## config.mk

```make
export PLATFORM = sky130hd
export DESIGN_NAME = serial_commanded_rgb_pwm
export DESIGN_NICKNAME = d
export VERILOG_FILES = /design/src/rtl/core/scrp_pkg.sv /design/src/rtl/core/scrp_line_parser.sv /design/src/rtl/core/scrp_pwm.sv /design/src/rtl/core/serial_commanded_rgb_pwm.sv
export SDC_FILE = /design/constraint.sdc
export NUM_CORES = 1
export LEC_CHECK = 0
export ABC_AREA = 0
export BUFFER_PORTS_ARGS = -buffer_cell sky130_fd_sc_hd__buf_2
export CORE_MARGIN = 2
export CORE_UTILIZATION = 40
export CTS_CLUSTER_SIZE = 25
export DETAILED_ROUTE_END_ITERATION = 6
export GPL_TIMING_DRIVEN = 0
export PLACE_DENSITY = 0.64
export SLEW_MARGIN = 5
export SYNTH_ARGS = -nofsm -noshare
export SYNTH_HDL_FRONTEND = slang
export SYNTH_SLANG_ARGS = --single-unit
export TNS_END_PERCENT = 50
```

## constraint.sdc

```tcl
create_clock -name clk_i -period 5.75 [get_ports clk_i]
set_input_delay 0.8625 -clock clk_i [delete_from_list [all_inputs] [get_ports clk_i]]
set_output_delay 0.8625 -clock clk_i [all_outputs]
set_load 0.05 [all_outputs]
```

## src/rtl/core/scrp_pkg.sv

```systemverilog
// Package for the serial-commanded RGB PWM lamp.
// Holds item codes, character constants, the shared structs and hex helpers.
// No dependencies.
package scrp_pkg;

  localparam int LineDepthDef = 32;

  // Item kinds carried on the command field.
  localparam logic CmdByte = 1'b0;
  localparam logic CmdTick = 1'b1;

  // Characters that steer the line parser.
  localparam logic [7:0] CharPct    = 8'h25;  // '%'
  localparam logic [7:0] CharDollar = 8'h24;  // '$'
  localparam logic [7:0] CharHash   = 8'h23;  // '#'

  localparam int MinCmdLen = 4;
  localparam int ColourLen = 7;
  localparam int HistDepth = 7;

  // Reset levels of the lamp.
  localparam logic [7:0] RedReset   = 8'd255;
  localparam logic [7:0] GreenReset = 8'd0;
  localparam logic [7:0] BlueReset  = 8'd128;

  // One advancing item as seen by the processing units.
  typedef struct packed {
    logic       byte_ev;
    logic       tick_ev;
    logic [7:0] data;
  } scrp_ev_t;

  // Lamp settings held by the line parser.
  typedef struct packed {
    logic       lamp_en;
    logic [7:0] red;
    logic [7:0] green;
    logic [7:0] blue;
  } scrp_lvl_t;

  // Output pin levels.
  typedef struct packed {
    logic activity;
    logic heartbeat;
    logic lamp;
    logic blue;
    logic green;
    logic red;
  } scrp_pins_t;

  typedef struct packed {
    logic       ok;
    logic [3:0] val;
  } scrp_nib_t;

  function automatic scrp_nib_t hex_nib(input logic [7:0] c);
    scrp_nib_t n;
    n.ok  = 1'b1;
    n.val = 4'd0;
    if (c >= 8'h30 && c <= 8'h39) begin
      n.val = 4'(c - 8'h30);
    end else if (c >= 8'h61 && c <= 8'h66) begin
      n.val = 4'(c - 8'h57);
    end else if (c >= 8'h41 && c <= 8'h46) begin
      n.val = 4'(c - 8'h37);
    end else begin
      n.ok = 1'b0;
    end
    return n;
  endfunction

  // Leading hex digits of a two-character pair.
  function automatic logic [7:0] hex_pair(input logic [7:0] hi_c, input logic [7:0] lo_c);
    scrp_nib_t hi;
    scrp_nib_t lo;
    logic [7:0] r;
    hi = hex_nib(hi_c);
    lo = hex_nib(lo_c);
    if (!hi.ok) begin
      r = 8'd0;
    end else if (!lo.ok) begin
      r = {4'd0, hi.val};
    end else begin
      r = {hi.val, lo.val};
    end
    return r;
  endfunction

endpackage

```

## src/rtl/core/scrp_line_parser.sv

```systemverilog
// Line parser: tracks the line index and the recent bytes of the line,
// decodes finished lines into lamp on/off and colour levels. Uses scrp_pkg.
module scrp_line_parser #(
  parameter int LINE_DEPTH = scrp_pkg::LineDepthDef
) (
  input  logic                clk_i,
  input  logic                rst_ni,
  input  scrp_pkg::scrp_ev_t  ev_i,
  output scrp_pkg::scrp_lvl_t lvl_o
);
  import scrp_pkg::*;

  localparam int IdxW = $clog2(LINE_DEPTH);

  logic [IdxW-1:0] idx_q, idx_d;
  logic [7:0]      hist_q [HistDepth];
  scrp_lvl_t       lvl_q, lvl_d;
  logic            tail_pct, tail_dollar;

  // hist_q[0] is the most recent byte of the line.
  assign tail_pct    = (hist_q[0] == CharPct) && (hist_q[1] == CharPct) &&
                       (hist_q[2] == CharPct);
  assign tail_dollar = (hist_q[0] == CharDollar) && (hist_q[1] == CharDollar) &&
                       (hist_q[2] == CharDollar);

  always_comb begin
    idx_d = idx_q;
    lvl_d = lvl_q;
    if (ev_i.byte_ev) begin
      if (ev_i.data == CharHash) begin
        idx_d = '0;
        // A short line is ignored.
        if (idx_q >= IdxW'(MinCmdLen)) begin
          if (tail_pct) begin
            lvl_d.lamp_en = 1'b0;
          end else if (tail_dollar) begin
            lvl_d.lamp_en = 1'b1;
          end else if (hist_q[6] == CharDollar && idx_q == IdxW'(ColourLen)) begin
            lvl_d.red   = hex_pair(hist_q[5], hist_q[4]);
            lvl_d.green = hex_pair(hist_q[3], hist_q[2]);
            lvl_d.blue  = hex_pair(hist_q[1], hist_q[0]);
          end
        end
      end else if (idx_q == IdxW'(LINE_DEPTH - 1)) begin
        idx_d = '0;
      end else begin
        idx_d = idx_q + 1'b1;
      end
    end
  end

  always_ff @(posedge clk_i or negedge rst_ni) begin
    if (!rst_ni) begin
      idx_q         <= '0;
      lvl_q.lamp_en <= 1'b1;
      lvl_q.red     <= RedReset;
      lvl_q.green   <= GreenReset;
      lvl_q.blue    <= BlueReset;
    end else begin
      idx_q <= idx_d;
      lvl_q <= lvl_d;
    end
  end

  // Shift in every byte except the line terminator.
  always_ff @(posedge clk_i) begin
    if (ev_i.byte_ev && ev_i.data != CharHash) begin
      hist_q[0] <= ev_i.data;
      for (int i = 1; i < HistDepth; i++) begin
        hist_q[i] <= hist_q[i-1];
      end
    end
  end

  assign lvl_o = lvl_q;

endmodule

```

## src/rtl/core/scrp_pwm.sv

```systemverilog
// PWM unit: 8-bit period counter, heartbeat, lamp switch and colour
// comparators, plus the activity toggle. Uses scrp_pkg.
module scrp_pwm (
  input  logic                 clk_i,
  input  logic                 rst_ni,
  input  scrp_pkg::scrp_ev_t   ev_i,
  input  scrp_pkg::scrp_lvl_t  lvl_i,
  output scrp_pkg::scrp_pins_t pins_o
);
  import scrp_pkg::*;

  logic [7:0] cnt_q, cnt_d;
  scrp_pins_t pins_q, pins_d;

  always_comb begin
    cnt_d  = cnt_q;
    pins_d = pins_q;
    if (ev_i.tick_ev) begin
      cnt_d = cnt_q + 8'd1;
      if (cnt_d == 8'd0) begin
        pins_d.heartbeat = ~pins_q.heartbeat;
      end
      pins_d.lamp  = lvl_i.lamp_en;
      pins_d.red   = (cnt_d < lvl_i.red);
      pins_d.green = (cnt_d < lvl_i.green);
      pins_d.blue  = (cnt_d < lvl_i.blue);
    end
    if (ev_i.byte_ev) begin
      pins_d.activity = ~pins_q.activity;
    end
  end

  always_ff @(posedge clk_i or negedge rst_ni) begin
    if (!rst_ni) begin
      cnt_q  <= '0;
      pins_q <= '0;
    end else begin
      cnt_q  <= cnt_d;
      pins_q <= pins_d;
    end
  end

  assign pins_o = pins_q;

endmodule

```

## src/rtl/core/serial_commanded_rgb_pwm.sv

```systemverilog
// An accepted item passes the input register, then the result register,
// on its way to the ports; one item per cycle unless the input is stalled.
// Backpressure from the result side stalls the input only when both the
// input register and the result register are full.
// Reset (rst_ni, async, active low) clears the line index, the PWM counter
// and all pins; levels return to red 255, green 0, blue 128, lamp enabled.
module serial_commanded_rgb_pwm #(
  parameter int LINE_DEPTH = scrp_pkg::LineDepthDef
) (
  input  logic       clk_i,
  input  logic       rst_ni,
  input  logic       in_valid_i,
  output logic       in_stall_o,
  input  logic       command_i,
  input  logic [7:0] rx_byte_i,
  output logic       out_valid_o,
  input  logic       out_stall_i,
  output logic       echo_valid_o,
  output logic [7:0] echo_byte_o,
  output logic       red_pin_o,
  output logic       green_pin_o,
  output logic       blue_pin_o,
  output logic       lamp_switch_o,
  output logic       heartbeat_pin_o,
  output logic       activity_pin_o
);
  import scrp_pkg::*;

  // Input register: holds one accepted item until the result side has room.
  logic       in_valid_q;
  logic       in_cmd_q;
  logic [7:0] in_byte_q;

  // Result register: echo part of the result. The pin part lives in the PWM
  // unit, whose registers only move when a new result is loaded here.
  logic       out_valid_q;
  logic       echo_valid_q;
  logic [7:0] echo_byte_q;

  logic       out_ready;
  logic       adv;
  scrp_ev_t   ev;
  scrp_lvl_t  lvl;
  scrp_pins_t pins;

  // The result slot is free when empty or when its item is being taken.
  assign out_ready  = !out_valid_q || !out_stall_i;
  assign adv        = in_valid_q && out_ready;
  assign in_stall_o = in_valid_q && !out_ready;

  always_ff @(posedge clk_i or negedge rst_ni) begin
    if (!rst_ni) begin
      in_valid_q <= 1'b0;
    end else if (!in_stall_o) begin
      in_valid_q <= in_valid_i;
    end
  end

  // Capture the item payload on acceptance.
  always_ff @(posedge clk_i) begin
    if (in_valid_i && !in_stall_o) begin
      in_cmd_q  <= command_i;
      in_byte_q <= rx_byte_i;
    end
  end

  // Item moving from the input register into processing this cycle.
  assign ev.byte_ev = adv && (in_cmd_q == CmdByte);
  assign ev.tick_ev = adv && (in_cmd_q == CmdTick);
  assign ev.data    = in_byte_q;

  scrp_line_parser #(
    .LINE_DEPTH(LINE_DEPTH)
  ) u_parser (
    .clk_i  (clk_i),
    .rst_ni (rst_ni),
    .ev_i   (ev),
    .lvl_o  (lvl)
  );

  scrp_pwm u_pwm (
    .clk_i  (clk_i),
    .rst_ni (rst_ni),
    .ev_i   (ev),
    .lvl_i  (lvl),
    .pins_o (pins)
  );

  always_ff @(posedge clk_i or negedge rst_ni) begin
    if (!rst_ni) begin
      out_valid_q <= 1'b0;
    end else if (out_ready) begin
      out_valid_q <= adv;
    end
  end

  // Echo the byte on byte items; ticks carry a zero echo.
  always_ff @(posedge clk_i) begin
    if (adv) begin
      echo_valid_q <= ev.byte_ev;
      echo_byte_q  <= ev.byte_ev ? in_byte_q : 8'd0;
    end
  end

  assign out_valid_o     = out_valid_q;
  assign echo_valid_o    = echo_valid_q;
  assign echo_byte_o     = echo_byte_q;
  assign red_pin_o       = pins.red;
  assign green_pin_o     = pins.green;
  assign blue_pin_o      = pins.blue;
  assign lamp_switch_o   = pins.lamp;
  assign heartbeat_pin_o = pins.heartbeat;
  assign activity_pin_o  = pins.activity;

endmodule

```

# Yosys cells after proc, flatten, opt, wreduce, memory -nomap -nowiden
# Memory sizes are Yosys's and may differ from the RTL's.
# Cells that the tools add are included.
word_totals:
  out_inout_bits: 17
  inputBits: 13
  mem_count: 1
  register_bits: 64
  mem_bits_rw: 56
  elab_cells: 218
mem_list:
  columns: ["name", "words", "width", "rd", "rd_ports_with_merged_regs", "wr", "line", "source"]
  rows:
  - ["u_parser.hist_q", 7, 8, 7, 0, 7, "scrp_line_parser.sv:16", "logic [7:0] hist_q [HistDepth];"]
op_classes:
  muxes: 84
  bitwise_logic: 5
  n_addsub: 20
  order_cmp: 40
  n_eq_ne: 11
  reduce_logical: 39
ops:
  columns: ["op", "count"]
  rows:
  - ["$ge 8x7->1 const B", 12]
  - ["$le 8x7->1 const B", 12]
  - ["$mux 4", 18]
  - ["$eq 8x6->1 const B", 8]
  - ["$mux 1", 58]
  - ["$ge 8x6->1 const B", 6]
  - ["$le 8x6->1 const B", 6]
  - ["$mux 8", 6]
  - ["$sub 4x3->4 const B", 12]
  - ["$logic_and 1x1->1", 29]
  - ["$lt 8x8->1", 3]
  - ["$sub 4x1->4 const B", 6]
  - ["$mux 5", 2]
  - ["$add 8x1->8 const B", 1]
  - ["$logic_not 8->1", 1]
  - ["$ne 8x6->1 const B", 1]
  - ["$reduce_and 6->1", 1]
  - ["$add 5x1->5 const B", 1]
  - ["$eq 5x3->1 const B", 1]
  - ["$eq 5x5->1 const B", 1]
  - ["$ge 5x3->1 const B", 1]
  - ["$not 1->1", 5]
  - ["$logic_not 1->1", 4]
  - ["$reduce_and 4->1", 1]
  - ["3 further kinds", 3]

# Logic depth before layout (Yosys ltp)
# Gate-level depths: netlist (run 1).
depth:
  word_depth: 13
  ltp_mapped: 9

# Cells and area by module
# Synthesis (run 1) repeated with hierarchy kept, for this count alone.
unflattened:
  cells_unflattened: 500
  area_unflattened_um2: 6167.2
by_module_without_submodules:
  columns: ["module", "cells_each", "instances", "area_each_um2", "seq_area_each_um2"]
  rows:
  - ["scrp_line_parser", 339, 1, 4244.1, 2444.8]
  - ["scrp_pwm", 122, 1, 1156.1, 350.3]
  - ["serial_commanded_rgb_pwm", 39, 1, 767.0, 590.6]

# Least setup slack after synthesis (run 1)
# OpenSTA, ideal clock, no wires.
synth_timing:
  path_type: "input to register"
  startpoint: "in out_stall_i"
  endpoint: "mem u_parser.hist_q[0][0] (enable)"
  stages: 3
  t_arrival_ns: 3.624
  n_path_buf: 0
  setup_slack_ns: 1.655
  cell_sequence: "nand2_1 -> nand3b_1 -> nor2_1"
synth_rtl:
  columns: ["item", "line", "source"]
  rows:
  - ["from (decl)", "serial_commanded_rgb_pwm.sv:17", "input logic out_stall_i,"]
  - ["to (decl)", "scrp_line_parser.sv:16", null]

==> results of run 1 <==
[routing by layer]
metal / track usage [%] / routed length (µm) / share of wire [%]
met1: 18.25 / 5168 / 44
met2: 26.23 / 5839 / 50
met3: 4.800 / 441 / 3.8
met4: 5.559 / 196 / 1.7
met5: 0 / 0 / 0
[state kept, by name (all words and copies together), names as in the netlist]
name,count
u_pwm.cnt_q,8
in_byte_q,8
in_valid_q,1
echo_byte_o,8
u_parser.hist_q,56
u_pwm.pins_o,6
out_valid_o,1
u_parser.lvl_o,25
u_parser.idx_q,5
in_cmd_q,1
echo_valid_o,1
[power breakdown]
group | internal [µW] | switching, µW | leakage [µW]
Clock | 646 | 406 | 0.000286
Combinational | 198 | 296 | 0.00122
Sequential | 1000 | 77.5 | 0.00128
[cells by family (layout without fill, tap and decap cells)]
family / Yosys count / in the layout
simple gates: 154 / 154
flops: 120 / 120
compound gates: 102 / 102
buf+inv: 50 / 112
fa+ha+maj: 49 / 49
xor+xnor: 29 / 29
mux: 13 / 13
[worst max-delay path, stage by stage (launching register included)]
cell and delay [ps]:
edfxtp_1 490, inv_1 150, ha_1 200, and3_1 200, o21ai_0 140, o2111ai_1 700
buf_2 360, buf_2 260, nand2_1 80, o31ai_1 60
[layout make-up]
class | instances | area [µm²] | share of cell area, %
inverters | 42 | 157.7 | 2.212
repair buffers | 30 | 165.2 | 2.317
flip-flops and latches | 120 | 3386 | 47.50
clock buffers | 17 | 425.4 | 5.968
clock inverters | 15 | 170.2 | 2.387
well taps | 188 | 235.2 | 3.300
plain buffers | 8 | 33.78 | 0.4739
multi-input cells | 347 | 2555 | 35.84
[through the flow]
step           total power (µW)  utilization [%]  instance area (µm²)  instances
6_report                   2626            47.24                 7128        767
5_1_grt                    2775            47.24                 7128        767
4_1_cts                    2649            47.24                 7128        767
3_5_place_dp               1588            43.29                 6533        735
3_3_place_gp               1575            43.11                 6505        734
2_1_floorplan              1455                -                 6125        517
[cell usage after synthesis, types with 5 or more instances]
library cell / count / area (µm²)
a21oi_1: 14 / 70.07
a22o_1: 5 / 43.79
a31oi_1: 7 / 43.79
and2_1: 12 / 75.07
and3_1: 9 / 56.30
clkbuf_1: 5 / 18.77
dfrtp_1: 36 / 900.9
dfstp_2: 10 / 262.8
edfxtp_1: 74 / 2222
ha_1: 49 / 613.1
inv_1: 42 / 157.7
mux2i_1: 10 / 100.1
nand2_1: 54 / 202.7
nand2b_1: 13 / 81.33
nand3_1: 12 / 60.06
nand4_1: 5 / 31.28
nor2_1: 14 / 52.55
nor4b_1: 9 / 78.83
o21a_1: 6 / 45.04
o21ai_0: 30 / 150.1
o21bai_1: 5 / 37.54
xnor2_1: 21 / 183.9
xor2_1: 8 / 70.07
[how the worst min path moves through the flow]
stage                                     start               endpoint  slack, ps
after detailed placement  u_parser.hist_q[0][5]  u_parser.hist_q[1][5]        440
after floorplan           u_parser.hist_q[0][5]  u_parser.hist_q[1][5]        420
after global routing      u_parser.hist_q[0][5]  u_parser.hist_q[1][5]        460
after global placement    u_parser.hist_q[0][5]  u_parser.hist_q[1][5]        440
final                     u_parser.hist_q[0][5]  u_parser.hist_q[1][5]        450
after CTS                 u_parser.hist_q[0][5]  u_parser.hist_q[1][5]        450
==> run summary, run 1 <==
Outcome: finished clean
Synth Area in XOR/XNOR: 4.147%
Fillers: 1340
Setup ws final: 3007 ps
Maximum vdd drop: 0.2284 mV
Worst-Skew Late Latency: 420 ps
Post-route setup TNS: 0 ps
Worst-Margin Slew: 1088 ps
Worst Setup SP: u_parser.hist_q[1][1]
Antenna Nets Post-Route: 0
Synth Area in Compound Gates: 11.54%
Vias per inst: 5.222
Detailed Place HPWL: 8.400 mm
Max Cap Violations: 0
Post-Place Worst Slack: 2680 ps
Vias in the first global route: 4043
Core Area: 15090 µm²
Yosys cell types: 57
First-pass GRT wire length: 19.38 mm
GPL Wtd Cong: 0.8229
Tot GR Track Use: 15.34%
Largest family of logic cells by synthesized area: simple AND/OR/NAND/NOR gates
Die outline area: 16320 µm²
Area grow syn2layout: 16.38%
Setup-failing EPs final: 0
PD cells: 368.4 nW/µm²
Gate Count Post-Synth: 517
Fmax: 364.5 MHz
Die width: 127.7 µm
DRT Pass-1 Iters: 4
CP max FO: 10
Slew headroom: 27.50%
Commonest non-fill, non-tap cells in the layout: edfxtp_1 (74), nand2_1 (54), ha_1 (49)
Mean Syn Cell Area: 11.85 µm²
Hold path cells: 0
Hold Buf Count CTS: 0
CTS resizes: 0
Largest net degree at the start of global routing: 47
Max Slew Vio Count: 0
Kind of critical path: flip-flop to flip-flop
Crit. End Element: flip-flop
Syn Nets: 579
RSZ-0062 raised after global routing: false
Leakage power: 0.002784 µW
Hold_ws: 449.4 ps
CTS Buffer Depth: 2
IO Port Bufs: 29
Initial core utilization: 40.59%
Final wirelength: 11.65 mm
Synth warnings: 0
DIE HEIGHT: 127.7 µm
Share of post-route cells with drive strength above 1: 15.54%
CTS Buf Count: 17
Reg2Reg Launch Point: u_parser.hist_q[1][1]
Post-route clock period utilization: 47.71%
Number of hold violations in the final report: 0
# diodes: 0
Root Buffer: clkbuf_16
Ys async rst share: 38.33%
Clock skew: 6.392 ps
R2R depth: 9
H-tree Lvls: 4
Primary FF master, synth: edfxtp_1
Mux cell area share after synthesis: 2.186%
Adder-cell share of the synthesized area: 10.01%
Worst Path Required: 6070 ps
DRC Markers: 0
Post-CTS Setup Inserts: 0
Final net count: 628
R2R Setup Slk: 3010 ps
Gr ovfl total: 0
CTS tree: built
Data arrival, critical path: 3070 ps
Synthesized flop and latch total: 120
Routed len/inst: 15.18 µm
Via count: 4005
Cell row count: 45
Minimum clock period: 2743 ps
DRT iter0 DRCs: 226
Post-Syn Area: 6125 µm²
Commonest non-fill, non-tap cell in the layout: edfxtp_1
Antenna violations before repair: 0
Post-synthesis sequential area ratio: 55.28%
Worst setup SP type: flip-flop
Hold WC Path Type: flip-flop to flip-flop
Clock-pin slew on the worst setup and hold paths: 60 ps
Simple-gate area share of the yosys netlist: 13.71%
Post-synth EDFFs: 74
# clock sinks: 120
Worst setup path endpoint: u_parser.lvl_o[2]
Io pins: 30
Reg2reg end: u_parser.lvl_o[2]
Power figures use the tool's default switching activity.
==> run 2, diff against run 1 <==
==> constraint.sdc (replaced) <==
create_clock -name clk_i -period 2.8 [get_ports clk_i]
set_input_delay 0.42 -clock clk_i [delete_from_list [all_inputs] [get_ports clk_i]]
set_output_delay 0.42 -clock clk_i [all_outputs]
set_load 0.05 [all_outputs]
==> run 2 against run 1 <==
Against the previous run: non-clock buffer count unchanged; clock skew increased by 1.8 ps; cell area about the same; sequential share of layout area about the same; hold slack got worse by 290 ps; clock-buffer cell count unchanged; setup slack got worse by 2700 ps; critical path depth unchanged; fmax increased by 8.1%; largest cell class unchanged.
==> run summary, run 2 (synthesized netlist as in run 1, its figures left out) <==
Post-route clock period utilization: 90.65% (+43 points)
Leakage power: 0.002789 µW (+0.19%)
Max Slew Vio Count: 0 (unchanged)
Number of flip-flops in the largest register: 56 (unchanged)
First-pass GRT wire length: 19.68 mm (+1.6%)
Post-route setup TNS: 0 ps (unchanged)
Reg2Reg Launch Point: u_pwm.cnt_q[0]
Data arrival, critical path: 2900 ps (-170 ps)
Detailed Place HPWL: 8.442 mm (+0.50%)
Io pins: 30 (unchanged)
Vias per inst: 5.263 (+0.80%)
Die outline area: 16320 µm² (unchanged)
RSZ-0062 raised after global routing: false
Worst Setup SP: u_pwm.cnt_q[0]
Clock-pin slew on the worst setup and hold paths: 60 ps (about the same)
DIE HEIGHT: 127.7 µm (unchanged)
Minimum clock period: 2538 ps (-205.1 ps)
Hold path cells: 1 (+1)
Sw power: 1711 µW (+120%)
Routed len/inst: 15.66 µm (+3.1%)
Hold_ws: 159.7 ps (-289.7 ps)
Cell row count: 45 (unchanged)
Worst path cell trace: and3_1 -> and3_1 -> nand3_1 -> xnor2_2 -> ha_1 -> a211oi_1 -> a21oi_1 -> a41oi_1 -> o21a_1
# diodes: 0 (unchanged)
PD cells: 752.3 nW/µm² (+100%)
Antenna violations before repair: 1 (+1)
Core Area: 15090 µm² (unchanged)
Kind of critical path: flip-flop to flip-flop
Slowest CP cell: dfrtp_1
Number of hold violations in the final report: 0 (unchanged)
CP max FO: 7 (-3)
CP peak stage delay: 510 ps (-190 ps)
Largest net degree at the start of global routing: 47 (unchanged)
Biggest register: u_parser.hist_q
Worst-Skew Late Latency: 430 ps (about the same)
R2R depth: 9 (unchanged)
Clock power frac: 39.5% (-0.6 points)
Post-CTS Setup Inserts: 0 (unchanged)
Initial core utilization: 40.59% (unchanged)
CTS tree: built
Tot GR Track Use: 15.70% (+0.36 points)
Antenna Nets Post-Route: 0 (unchanged)
Slew headroom: 27.54% (+0.044 points)
CP top delay family: compound AO/OA/AOI/OAI gates
Outcome: finished clean
CTS Buffer Depth: 2 (unchanged)
Switching Share: 31.93% (+2.3 points)
Share of post-route cells with drive strength above 1: 16.06% (+0.52 points)
IO Port Bufs: 29 (unchanged)
Commonest non-fill, non-tap cell in the layout: edfxtp_1
H-tree Lvls: 4 (unchanged)
Final net count: 628 (unchanged)
GPL Wtd Cong: 0.8094 (-1.6%)
Setup-failing EPs final: 0 (unchanged)
Worst setup SP type: flip-flop
Root Buffer: clkbuf_16
Max Cap Violations: 0 (unchanged)
Flop pwr share: 41.5% (+0.4 points)
Vias in the first global route: 4020 (-0.57%)
Worst Path Required: 3160 ps (-2910 ps)
Commonest non-fill, non-tap cells in the layout: edfxtp_1 (74), nand2_1 (54), ha_1 (49)
Die width: 127.7 µm (unchanged)
Final wirelength: 12.01 mm (+3.1%)
Post-Place Worst Slack: 29.20 ps (-2651 ps)
Via count: 4037 (+0.80%)
Overall Power: 5358 µW (+100%)
Maximum vdd drop: 0.5720 mV (+150%)
Fmax: 394.0 MHz (+8.1%)
Clock skew: 8.235 ps (+1.843 ps)
CTS Buf Count: 17 (unchanged)
DRT iter0 DRCs: 188 (-17%)
# clock sinks: 120 (unchanged)
Worst-Margin Slew: 1087 ps (-0.6564 ps)
Crit. End Element: flip-flop
DRT Pass-1 Iters: 4 (unchanged)
Hold path start: rx_byte_i[0]
Hold WC Path Type: primary input to flip-flop
WP buf/inv: 0 (-3)
DRC Markers: 0 (unchanged)
WP depth: 9 (unchanged)
CP most frequent cell: and3_1
Comb power frac: 19.0% (+0.2 points)
Setup ws final: 261.9 ps (-2745 ps)
Int Power: 3647 µW (+98%)
Area grow syn2layout: 16.28% (about the same)
Gr ovfl total: 0 (unchanged)
==> run 2: changes by cell type in the layout (fill, tap and decap cells not counted), moves of 2 or more <==
cell	before	now
inv_6	3	6
bufinv_16	2	0
inv_8	1	6
clkinv_4	6	2
==> run 2: layout make-up <==
class / instances / area (µm²)
flip-flops and latches: 120 / 3386
well taps: 188 / 235.2
clock inverters: 15 / 145.1
fillers: 1364 / 7968
multi-input cells: 347 / 2574
plain buffers: 8 / 33.78
clock buffers: 17 / 425.4
repair buffers: 30 / 165.2
inverters: 42 / 157.7
==> run 2: timing repair <==
| item | CTS | global route |
|---|---|---|
| hold buffers | 0 | 0 |
| endpoints found under the setup margin | 0 | 22 |
| resized for setup | 0 | 3 |
==> run 2: worst register-to-register path, cell delays in order, from the launching register on <==
cell and delay [ps]:
dfrtp_1 510, and3_1 260, and3_1 260, nand3_1 140
xnor2_2 290, ha_1 320, a211oi_1 250, a21oi_1 90
a41oi_1 210, o21a_1 150
==> run 2: worst paths after layout <==
| kind | slack, ps | to |
|---|---|---|
| hold / removal | 160 | in_byte_q[0] |
| min in group asynchronous | 190 | u_parser.idx_q[0] |
| hold reg to reg | 460 | u_parser.hist_q[1][5] |
| setup reg to reg | 260 | u_pwm.pins_o[1] |
| max in group asynchronous | 1930 | in_valid_q |
| setup / recovery | 260 | u_pwm.pins_o[1] |
==> run 2: through the flow <==
| step | area (µm²) | utilization [%] | instances |
|---|---|---|---|
| after global routing | 7122 | 47.20 | 767 |
| final | 7122 | 47.20 | 767 |
| after floorplan | 6132 | - | 517 |
| after global placement | 6513 | 43.16 | 734 |
| after detailed placement | 6533 | 43.29 | 735 |
| after CTS | 7103 | 47.07 | 767 |
==> run 2: power groups by stage <==
| stage | clock network [µW] | registers, µW | logic (µW) |
|---|---|---|---|
| global placement | 0 | 2240 | 989 |
| CTS | 2140 | 2220 | 1030 |
| global route | 2220 | 2250 | 1150 |
| finish | 2120 | 2220 | 1020 |
| detailed placement | 0 | 2250 | 1020 |
| floorplan | 0 | 2370 | 613 |
==> run 2: per-layer routing <==
metal	up-vias	wire length [µm]	part of all wire (%)	global-route usage (%)
li1	1979	-	-	-
met1	1956	5435	45	19.01
met2	80	5911	49	26.36
met3	22	468	3.9	5.008
met4	0	195	1.6	5.753
met5	-	0	0	0
==> run 3, diff against run 2 <==
--- a/config.mk
+++ b/config.mk
@@ -7,12 +7,14 @@
 export LEC_CHECK = 0
 export ABC_AREA = 0
 export BUFFER_PORTS_ARGS = -buffer_cell sky130_fd_sc_hd__buf_2
+export CELL_PAD_IN_SITES_DETAIL_PLACEMENT = 2
+export CELL_PAD_IN_SITES_GLOBAL_PLACEMENT = 2
 export CORE_MARGIN = 2
-export CORE_UTILIZATION = 40
+export CORE_UTILIZATION = 38
 export CTS_CLUSTER_SIZE = 25
 export DETAILED_ROUTE_END_ITERATION = 6
 export GPL_TIMING_DRIVEN = 0
-export PLACE_DENSITY = 0.64
+export PLACE_DENSITY = 0.83
 export SLEW_MARGIN = 5
 export SYNTH_ARGS = -nofsm -noshare
 export SYNTH_HDL_FRONTEND = slang
==> constraint.sdc (replaced) <==
create_clock -name clk_i -period 2.1 [get_ports clk_i]
set_input_delay 0.315 -clock clk_i [delete_from_list [all_inputs] [get_ports clk_i]]
set_output_delay 0.315 -clock clk_i [all_outputs]
set_load 0.05 [all_outputs]
==> run 3 against run 2 <==
Against the previous run: the run now ends with setup timing left; cell area is 14% higher; clock skew is 2.1 ps higher; sequential cell count stayed put; register-to-register slack worse by 670 ps; wire length is 85% higher; cell count is 9.5% higher; sequential share of layout area is 5.7 points lower; setup slack worse by 670 ps; clock power is 35% higher; total power is 44% higher; non-clock buffer count is 44 higher; critical endpoint is now u_parser.lvl_o[16]; largest power group unchanged; highest routed layer unchanged.
==> run summary, run 3 (synthesized netlist as in run 1, its figures left out) <==
Die width: 131.0 µm (+2.5%)
Largest net degree at the start of global routing: 47 (unchanged)
Commonest non-fill, non-tap cell in the layout: edfxtp_1
CTS tree: built
Minimum clock period: 2508 ps (-29.81 ps)
First-pass GRT wire length: 30.31 mm (+54%)
Gr ovfl total: 0 (unchanged)
Kind of critical path: flip-flop to flip-flop
Biggest register: u_parser.hist_q
Number of hold violations in the final report: 0 (unchanged)
Data arrival, critical path: 2870 ps (-30 ps)
Fillers: 1482 (+8.7%)
PD cells: 951.1 nW/µm² (+26%)
Worst-Margin Slew: 1199 ps (+112.1 ps)
Post-route clock period utilization: 119.4% (+29 points)
Worst setup SP type: flip-flop
Die outline area: 17150 µm² (+5.1%)
Max Slew Vio Count: 0 (unchanged)
Max Cap Violations: 0 (unchanged)
Hold WC Path Type: primary input to flip-flop
Flop pwr share: 38.7% (-2.8 points)
R2R Setup Slk: -410 ps (-670 ps)
Vias in the first global route: 5155 (+28%)
Switching Share: 33.98% (+2.0 points)
Sw power: 2619 µW (+53%)
Slew headroom: 20.06% (-7.5 points)
Fmax: 398.7 MHz (+1.2%)
Cell row count: 46 (+2.2%)
Worst-Skew Late Latency: 440 ps (about the same)
Tot GR Track Use: 24.32% (+8.6 points)
Worst Setup SP: u_parser.hist_q[5][1]
GPL Wtd Cong: 0.8308 (+2.6%)
Placed Area: 6571 µm² (+0.59%)
Antenna violations before repair: 1 (unchanged)
Number of flip-flops in the largest register: 56 (unchanged)
Failing checks: setup timing
Reg2reg end: u_parser.lvl_o[16]
Io pins: 30 (unchanged)
Final wirelength: 22.22 mm (+85%)
Post-layout instance area: 8104 µm² (+14%)
CTS Buf Count: 17 (unchanged)
Area grow syn2layout: 32.32%
Vias per inst: 5.565 (+5.7%)
Share of post-route cells with drive strength above 1: 34.78% (+19 points)
# diodes: 0 (unchanged)
DRT iter0 DRCs: 219 (+16%)
Leakage power: 0.003162 µW (+13%)
Worst setup path endpoint: u_parser.lvl_o[16]
Reg2Reg Launch Point: u_parser.hist_q[5][1]
Final net count: 673 (+7.2%)
Commonest non-fill, non-tap cells in the layout: edfxtp_1 (74), ha_1 (43), inv_1 (42)
Overall Power: 7708 µW (+44%)
# clock sinks: 120 (unchanged)
Routed len/inst: 26.45 µm (+69%)
Int Power: 5089 µW (+40%)
DRT Pass-1 Iters: 5 (+1)
DIE HEIGHT: 131.0 µm (+2.5%)
Via count: 4675 (+16%)
CP max FO: 7 (unchanged)
Setup ws final: -408.3 ps (-670.2 ps)
IO Port Bufs: 29 (unchanged)
Clock power frac: 37.1% (-2.4 points)
Core Area: 15830 µm² (+4.9%)
H-tree Lvls: 4 (unchanged)
DRC Markers: 0 (unchanged)
Outcome: complete, but fails checks
Antenna Nets Post-Route: 0 (unchanged)
CTS Buffer Depth: 2 (unchanged)
Comb power frac: 24.3% (+5.3 points)
Initial core utilization: 38.70% (-1.9 points)
Clock-pin slew on the worst setup and hold paths: 60 ps (about the same)
R2R depth: 9 (unchanged)
RSZ-0062 raised after global routing: true
Worst Path Required: 2460 ps (-700 ps)
Clock skew: 10.36 ps (+2.121 ps)
Maximum vdd drop: 0.6685 mV (+17%)
Detailed Place HPWL: 11.04 mm (+31%)
Crit. End Element: flip-flop
Root Buffer: clkbuf_16
Setup-failing EPs final: 61 (+61)
-- run 3: area by class of cell --
cell class                 instances  area [µm²]  area share [%]
buffer                             8       75.07          0.9264
inverter                          42       157.7           1.945
sequential                       120        3388           41.81
tap                              216       270.3           3.335
timing repair buffer              74       548.0           6.762
clock buffer                      18       429.2           5.296
multi-input combinational        348        3108           38.35
clock inverter                    14       127.6           1.575
-- run 3: power by group through the flow --
stage / combinational [µW] / clock (µW) / sequential, µW
6_report: 1870 / 2860 / 2980
5_1_grt: 2020 / 2970 / 3010
4_1_cts: 1640 / 2800 / 2960
3_5_place_dp: 1450 / 0 / 3020
3_3_place_gp: 1320 / 0 / 3000
2_1_floorplan: 817 / 0 / 3170
-- run 3: metal layers --
layer / global-route usage (%) / vias to the layer above / part of all wire, %
li1: - / 2058 / -
met1: 26.33 / 2454 / 37
met2: 47.12 / 104 / 56
met3: 3.827 / 59 / 2.3
met4: 9.387 / 0 / 4.4
met5: 0 / - / 0
-- run 3: critical path, cell delays in order (launching register included) --
cell	delay, ps
edfxtp_1	520
inv_1	130
ha_1	220
o21bai_1	310
a2111oi_4	130
buf_4	190
buf_4	140
xnor2_1	390
mux2i_1	160
a22o_1	240
-- run 3: worst min-delay path by stage --
stage	startpoint	end	cells past startpoint
final	rx_byte_i[5]	in_byte_q[5]	1
after global routing	rx_byte_i[5]	in_byte_q[5]	1
after CTS	rx_byte_i[5]	in_byte_q[5]	1
after detailed placement	u_parser.hist_q[0][5]	u_parser.hist_q[1][5]	0
after global placement	u_parser.hist_q[0][5]	u_parser.hist_q[1][5]	0
after floorplan	rst_ni	in_valid_q	0
-- run 3: metrics by stage --
stage / instances / util, % / hold slack (ps) / setup TNS, ps / setup WS [ps]
2_1_floorplan: 517 / - / 19.41 / -5704 / -93.98
3_3_place_gp: 762 / 41.39 / 431.0 / -45440 / -730.8
3_5_place_dp: 763 / 41.52 / 428.2 / -30610 / -943.1
4_1_cts: 826 / 49.09 / 40.85 / -10480 / -209.2
5_1_grt: 840 / 51.20 / 38.62 / -13660 / -498.0
6_report: 840 / 51.20 / 47.38 / -8601 / -408.3
-- run 3: timing repair --
action / CTS / global route
hold buffers: 0 / 0
pin swaps: 32 / 23
gates resized for setup: 94 / 56
cloned: 2 / 1
buffers inserted: 29 / 13
setup endpoints to repair: 87 / 90
